[src/rtl/core/adp_pkg.sv]
package adp_pkg;

    // Fixed-point formats
    localparam int QUAT_FRAC = 14;
    localparam int RATE_FRAC = 12;
    localparam int COEF_FRAC = 16;
    localparam int OUT_FRAC  = 16;

    localparam int COEF_W = 32;
    localparam int OUT_W  = 32;

    // Right shift of the quaternion sums: product fraction plus the factor one half
    localparam int QSHIFT = QUAT_FRAC + RATE_FRAC + 1 - OUT_FRAC;
    // Gyroscopic term fraction down to the output fraction
    localparam int ESHIFT = COEF_FRAC + 2 * RATE_FRAC - OUT_FRAC;
    // Left shift that lines the torque term up with the gyroscopic term
    localparam int TSHIFT = RATE_FRAC;

    // Configuration register indexes
    localparam int CFG_IDX_W = 3;
    localparam logic [CFG_IDX_W-1:0] CFG_INV_X  = 3'd0;
    localparam logic [CFG_IDX_W-1:0] CFG_INV_Y  = 3'd1;
    localparam logic [CFG_IDX_W-1:0] CFG_INV_Z  = 3'd2;
    localparam logic [CFG_IDX_W-1:0] CFG_GYRO_X = 3'd3;
    localparam logic [CFG_IDX_W-1:0] CFG_GYRO_Y = 3'd4;
    localparam logic [CFG_IDX_W-1:0] CFG_GYRO_Z = 3'd5;

    localparam logic signed [COEF_W-1:0] INV_RESET  = 32'sh0001_0000;
    localparam logic signed [COEF_W-1:0] GYRO_RESET = 32'sh0000_0000;

    // Width that every signed value is widened to before saturation
    localparam int SAT_W = 128;
    localparam logic signed [SAT_W-1:0] S32_MAX = 128'sh7FFF_FFFF;
    localparam logic signed [SAT_W-1:0] S32_MIN = -128'sh8000_0000;

    // Per-stage load enables of the four-stage pipe
    typedef struct packed {
        logic s1;
        logic s2;
        logic s3;
        logic s4;
    } t_stage_en;

    function automatic logic [OUT_W-1:0] sat_s32(input logic signed [SAT_W-1:0] v);
        logic [OUT_W-1:0] res;
        if (v > S32_MAX) begin
            res = 32'h7FFF_FFFF;
        end else if (v < S32_MIN) begin
            res = 32'h8000_0000;
        end else begin
            res = v[OUT_W-1:0];
        end
        return res;
    endfunction

endpackage

[src/rtl/core/adp_norm.sv]
module adp_norm #(
    parameter int DATA_WIDTH = 16
) (
    input  logic                          i_clk,
    input  adp_pkg::t_stage_en            i_en,
    input  logic signed [DATA_WIDTH-1:0]  i_q0,
    input  logic signed [DATA_WIDTH-1:0]  i_q1,
    input  logic signed [DATA_WIDTH-1:0]  i_q2,
    input  logic signed [DATA_WIDTH-1:0]  i_q3,
    output logic [adp_pkg::OUT_W-1:0]     o_norm
);
    import adp_pkg::*;

    localparam int PW = 2 * DATA_WIDTH;
    localparam int NW = PW + 2;
    localparam int CW = NW + OUT_W;
    localparam logic [CW-1:0] NORM_MAX = CW'(32'hFFFF_FFFF);

    logic [PW-1:0]    r_sq   [4];
    logic [PW:0]      r_pair [2];
    logic [NW-1:0]    r_tot;
    logic [OUT_W-1:0] r_norm;
    logic [CW-1:0]    tot_ext;

    always_ff @(posedge i_clk) begin
        if (i_en.s1) begin
            r_sq[0] <= i_q0 * i_q0;
            r_sq[1] <= i_q1 * i_q1;
            r_sq[2] <= i_q2 * i_q2;
            r_sq[3] <= i_q3 * i_q3;
        end
    end

    always_ff @(posedge i_clk) begin
        if (i_en.s2) begin
            r_pair[0] <= (PW + 1)'(r_sq[0]) + (PW + 1)'(r_sq[1]);
            r_pair[1] <= (PW + 1)'(r_sq[2]) + (PW + 1)'(r_sq[3]);
        end
    end

    always_ff @(posedge i_clk) begin
        if (i_en.s3) begin
            r_tot <= NW'(r_pair[0]) + NW'(r_pair[1]);
        end
    end

    assign tot_ext = CW'(r_tot);

    always_ff @(posedge i_clk) begin
        if (i_en.s4) begin
            r_norm <= (tot_ext > NORM_MAX) ? 32'hFFFF_FFFF : tot_ext[OUT_W-1:0];
        end
    end

    assign o_norm = r_norm;

endmodule

[config.mk]
export PLATFORM = sky130hd
export DESIGN_NAME = adp_norm
export DESIGN_NICKNAME = d
export VERILOG_FILES = /design/src/rtl/core/adp_pkg.sv /design/src/rtl/core/adp_norm.sv
export SDC_FILE = /design/constraint.sdc
export NUM_CORES = 2
export LEC_CHECK = 0
export BUFFER_PORTS_ARGS = -buffer_cell sky130_fd_sc_hd__buf_4
export CAP_MARGIN = 40
export CORE_UTILIZATION = 35
export DETAILED_ROUTE_END_ITERATION = 7
export GPL_TIMING_DRIVEN = 0
export PLACE_DENSITY_LB_ADDON = 0.05
export SLEW_MARGIN = 10
export SYNTH_ARGS = -nofsm -noshare
export SYNTH_HDL_FRONTEND = slang
export SYNTH_SLANG_ARGS = --single-unit
[constraint.sdc]
create_clock -name i_clk -period 8.7 [get_ports i_clk]
set_input_delay 0.435 -clock i_clk [delete_from_list [all_inputs] [get_ports i_clk]]
set_output_delay 0.435 -clock i_clk [all_outputs]
set_load 0.05 [all_outputs]
---- Word level (Yosys, flattened, before mapping) ----
Memory sizes are Yosys's and may differ from the RTL's.
Index checks and enable logic that the tools add are counted.
cells by class
  $add $sub $neg .......................... 3
  multipliers ............................. 4
  order comparisons ....................... 1
  muxes and demuxes ....................... 4
operators with widths
  kind                                                                    number
  16-bit by 16-bit multiplier with 32-bit output                          4
  32-bit by 32-bit adder with 33-bit output                               2
  33-bit by 33-bit adder with 34-bit output                               1
  34-bit by 32-bit > comparator with 1-bit output, second input constant  1
  1-bit 2-to-1 mux                                                        4
word-level totals
  register bits after elaboration ......... 66
  bits in writable memories ............... 194
  output and inout bits ................... 32
  memories kept ........................... 2
memory list
  memory  depth  bits a word  read ports  clocked after Yosys merged registers in  wr ports  line            RTL
  r_sq    4      32           4           0                                        4         adp_norm.sv:19  logic [PW-1:0] r_sq [4];
  r_pair  2      33           2           0                                        2         adp_norm.sv:20  logic [PW:0] r_pair [2];

---- Depth between registers and ports, before layout ----
  depth in word-level cells ............... 2
  gate-level depth with buffers ........... 26

---- Least setup slack after synthesis ----
No wires, ideal clock.
  path kind ............................... input to register
  from .................................... input i_q2[15]
  to ...................................... memory r_sq[2][31] (netlist bit), data pin
  arrival time ............................ 6405 ps
  data required time ...................... 8441 ps
  slack ................................... 2036 ps
  stages .................................. 22
  path buffers ............................ 2
  cell sequence ........................... clkbuf_1 > inv_1 > buf_1 > nor2_1 > fa_1 > fa_1 > fa_1 > fa_1 > fa_1 > inv_1 > fa_1 > inv_1 > ha_1 > a21o_1 > a21o_1 > a21oi_1 > inv_1 > a221oi_1 > a21oi_1 > nor3b_1 > a21oi_1 > xnor2_1
RTL lines
  what             line            RTL
  start, declared  adp_norm.sv:8   input logic signed [DATA_WIDTH-1:0] i_q2,
  end, declared    adp_norm.sv:19

==> summary by stage <==
Global route
The first global-routing pass estimated 191000 µm of wire. The total grt overflow is 0. The via count of the first global-routing pass is 33.5k. The global-route usage over all layers is 18.1%. Entering global routing, the biggest net connects 73 pins.

The initial antenna violation count is 8.

Drt
The routed design has 119000 µm of wire. The DRC violations left is 11. The detailed router's first-iteration violation count is 1299. The final routed wire length divided by cell count is 17.9 µm.

The iteration count of the initial detailed-routing pass is 8. After detailed routing, the number of vias per cell comes to 4.63. The post-route antenna net violation count is 0.

The via count is 30.6k.

Setup path
The cell repeated most along the worst path is sky130_fd_sc_hd__fa_1. Walking the worst path, the cells encountered are clkbuf_1 -> clkbuf_1 -> nand2_1 -> fa_1 -> fa_1 -> fa_1 -> inv_1 -> fa_1 -> fa_1 -> inv_1 -> fa_1 -> inv_1 -> ha_1 -> and3_1 -> a221oi_1 -> o2bb2ai_1 -> a211oi_1 -> a21oi_1 -> a211oi_1 -> o31ai_1 -> a21oi_1 -> xnor2_1. The sort of element at the start of the critical path is an input pin.

STA puts the critical path data required time at 8980 ps. The maximum net fanout on the critical path is 10. The critical path's slowest cell is sky130_fd_sc_hd__clkbuf_1.

The worst stage delay on the critical path is 630 ps. The data arrival at the endpoint of the critical path is 8060 ps. The element type at the critical path end is a register.

The kind of critical path is in2reg.

Place
Before CTS, the worst setup slack after placement is 187 ps. The number of port buffers is 95. The half-perimeter wire length of the detailed placement result is 103000 µm.

The congestion estimate from routability-driven global placement came to 0.836. In this run the cell area measured after placement is 0.0502 mm².

Synth
The area of the mapped netlist is 0.0473 mm². For this run, the number of Yosys warnings is 0. Yosys mapped the design onto 75 distinct sky130hd cell types. Among all flip-flop cells after synthesis, the most frequent one is sky130_fd_sc_hd__edfxtp_1. The flip-flop and latch count after synthesis is 256. Of all flip-flops after synthesis, the portion carrying an async set or reset was 0%.

The share of the synthesized area in the top cell type is 39.7%. A synthesized cell averages 10.1 µm². The biggest area contributor in the post-synthesis netlist is sky130_fd_sc_hd__fa_1. The count of flip-flops with a built-in enable after synthesis is 256.

The post-synth net total is 6168. The sequential fraction of the synthesis area is 16.3%. After synthesis, the cell types taking the most area are sky130_fd_sc_hd__fa_1 (40%), sky130_fd_sc_hd__edfxtp_1 (16%), sky130_fd_sc_hd__ha_1 (12%), sky130_fd_sc_hd__inv_1 (10%), sky130_fd_sc_hd__xnor2_1 (3.6%). The gate count of the mapped netlist is 4699.

CTS
The post-CTS setup-driven buffer insertion count is 0. Once the clock tree was built, the resizer swapped 0 gates to a different size. CTS built an H-tree with a depth of 1. The clock root buffer is sky130_fd_sc_hd__clkbuf_16. The hold-fix buffer count after cts is 0. TritonCTS built the clock tree. Clock-pin slew was measured on the worst setup and hold paths at 60 ps. The deepest clock path buffer count is 3.

The clock sink count is 256. The clock latency at the later pin of the worst-skew pair is 550 ps. TritonCTS created 28 clock buffers.

Cells and area
Counting the fill cells in the layout gives 13.7k. Cells with a size suffix above 1 make up 3.73% of the layout. At the end of the flow, the number of nets in the layout was 6295. After routing the design area is 0.0511 mm².

Leaving out fill and tap cells, the most frequent cells in the layout are sky130_fd_sc_hd__inv_1 (1300), sky130_fd_sc_hd__fa_1 (937), sky130_fd_sc_hd__ha_1 (463). The most frequent standard cell in the layout excluding fill and tap cells is sky130_fd_sc_hd__inv_1. The repair_antennas step left the layout with diodes totalling 0.

The synthesis-to-layout area growth is 8.12%.

Job
The tool flagged a number of max-cap violations equal to 0.

Floorplan
The area of the die is 0.137 mm². Measured along the x axis, the die boundary spans 369 µm. Once the floorplan was initialized, standard cells occupied 35.3% of the core.

The floorplan step set the die height to 369 µm. The row count is 134. The region available for standard cell placement spans 0.134 mm².

The I/O pin count is 101.

Timing
Setup repair after global routing left no endpoint under its margin. The total negative setup slack is 0 ps. The number of hold violations in the final report is 0. After layout, the minimum clock period comes to 7780 ps. Setup violations remaining at the end of the flow were counted as 0. The number of pins with negative max-slew slack in the final report is 0. The worst relative slew slack is 43.0%.

The share of the cycle needed by the critical path after routing is 89.5%. Setup slack on the critical path of the routed design comes to 915 ps. The highest achievable clock rate is 128 MHz. The largest clock skew in the final design is 17.9 ps. The actual transition at the worst max-transition pin is 854 ps.

Outcome
The final reports fail on DRC. The flow ran to the end, but the final reports show violations.

Hold path
The tightest min-delay check is of the in2reg type.
-- layout make-up --
cell class | count | area [µm²] | share of cell area [%]
Buffer | 97 | 364 | 0.713
Clock buffer | 34 | 744 | 1.46
Clock inverter | 17 | 110 | 0.215
Inverter | 1303 | 4890 | 9.57
Multi-Input combinational cell | 3043 | 34300 | 67.2
Sequential cell | 256 | 7690 | 15.0
Tap cell | 1768 | 2210 | 4.33
Timing Repair Buffer | 97 | 772 | 1.51
-- worst max-delay path, delay by kind of cell --
kind	cells	cell delay, ps
buffers and inverters	5	1340
XOR/XNOR	1	300
adder cells (fa/ha/maj)	7	3370
AND/OR/NAND/NOR	2	340
AO/OA/AOI/OAI	7	2290
-- cell families after synthesis --
family	Yosys count	share of synthesized area (%)
buffers and inverters	1400	11.1
adders and majority gates	1400	51.9
and+or+nand+nor	893	8.91
AOI/OAI and AO/OA	486	6.86
xor gates and xnor gates	259	4.80
DFF	256	16.3
muxes	5	0.106
-- state kept, by name, indices dropped and copies added (netlist names) --
signal	count
o_norm	32
r_sq	124
r_tot	34
r_pair	66
-- routing by layer --
metal,global-route usage [%],up-vias,part of all wire (%)
met2,29.5,355,46
met4,2.51,6,1.5
met1,26.8,15561,49
met5,0,-,0.035
li1,-,14612,-
met3,1.14,91,2.5
-- worst paths after layout --
kind                            slack, ps  cells after the start          end          start
worst max-delay path                  920                     22  r_sq[3][31]        i_q3[5]
worst min-delay path                  130                      1   r_sq[1][0]        i_q1[0]
worst max register to register       5170                      9    r_tot[29]  r_pair[0][10]
worst min register to register        490                      1   o_norm[17]      r_tot[17]
-- Yosys cell counts (3+ instances only) --
cell,count
sky130_fd_sc_hd__nand4_1,10
sky130_fd_sc_hd__a31oi_1,17
sky130_fd_sc_hd__nand3b_1,3
sky130_fd_sc_hd__or3_1,36
sky130_fd_sc_hd__buf_1,6
sky130_fd_sc_hd__a311oi_1,3
sky130_fd_sc_hd__nor2b_1,21
sky130_fd_sc_hd__a211o_1,9
sky130_fd_sc_hd__o21ai_1,5
sky130_fd_sc_hd__edfxtp_1,256
sky130_fd_sc_hd__nand3_1,36
sky130_fd_sc_hd__xnor2_1,192
sky130_fd_sc_hd__nor2_1,200
sky130_fd_sc_hd__a2111oi_0,3
sky130_fd_sc_hd__and3_1,28
sky130_fd_sc_hd__o21a_1,32
sky130_fd_sc_hd__a31o_2,21
sky130_fd_sc_hd__ha_1,463
sky130_fd_sc_hd__a21boi_0,4
sky130_fd_sc_hd__xor2_1,67
sky130_fd_sc_hd__o21bai_1,27
sky130_fd_sc_hd__nand2b_1,24
sky130_fd_sc_hd__and2_1,143
sky130_fd_sc_hd__nor3_1,25
sky130_fd_sc_hd__o211ai_1,9
sky130_fd_sc_hd__a21o_1,88
sky130_fd_sc_hd__nand2_1,340
sky130_fd_sc_hd__a221oi_1,6
sky130_fd_sc_hd__inv_1,1300
sky130_fd_sc_hd__mux2i_1,5
sky130_fd_sc_hd__a211oi_1,18
sky130_fd_sc_hd__a21oi_1,139
sky130_fd_sc_hd__o41ai_1,3
sky130_fd_sc_hd__o21ai_0,61
sky130_fd_sc_hd__clkbuf_1,91
sky130_fd_sc_hd__o31ai_1,8
sky130_fd_sc_hd__fa_1,937
sky130_fd_sc_hd__or2_2,14
sky130_fd_sc_hd__and4_1,3
-- per-stage QoR --
| stage | hold WS [ps] | instances | util (%) |
|---|---|---|---|
| 2_1_floorplan | 475 | 4699 | - |
| 3_3_place_gp | 488 | 6562 | 37.5 |
| 3_5_place_dp | 482 | 6564 | 37.6 |
| 4_1_cts | 104 | 6615 | 38.2 |
| 5_1_grt | 94.0 | 6615 | 38.2 |
| 6_report | 128 | 6615 | 38.2 |
Power is left out: the tool's default activity adds up to more than one toggle a clock period on the data nets, which glitch-free logic cannot reach.
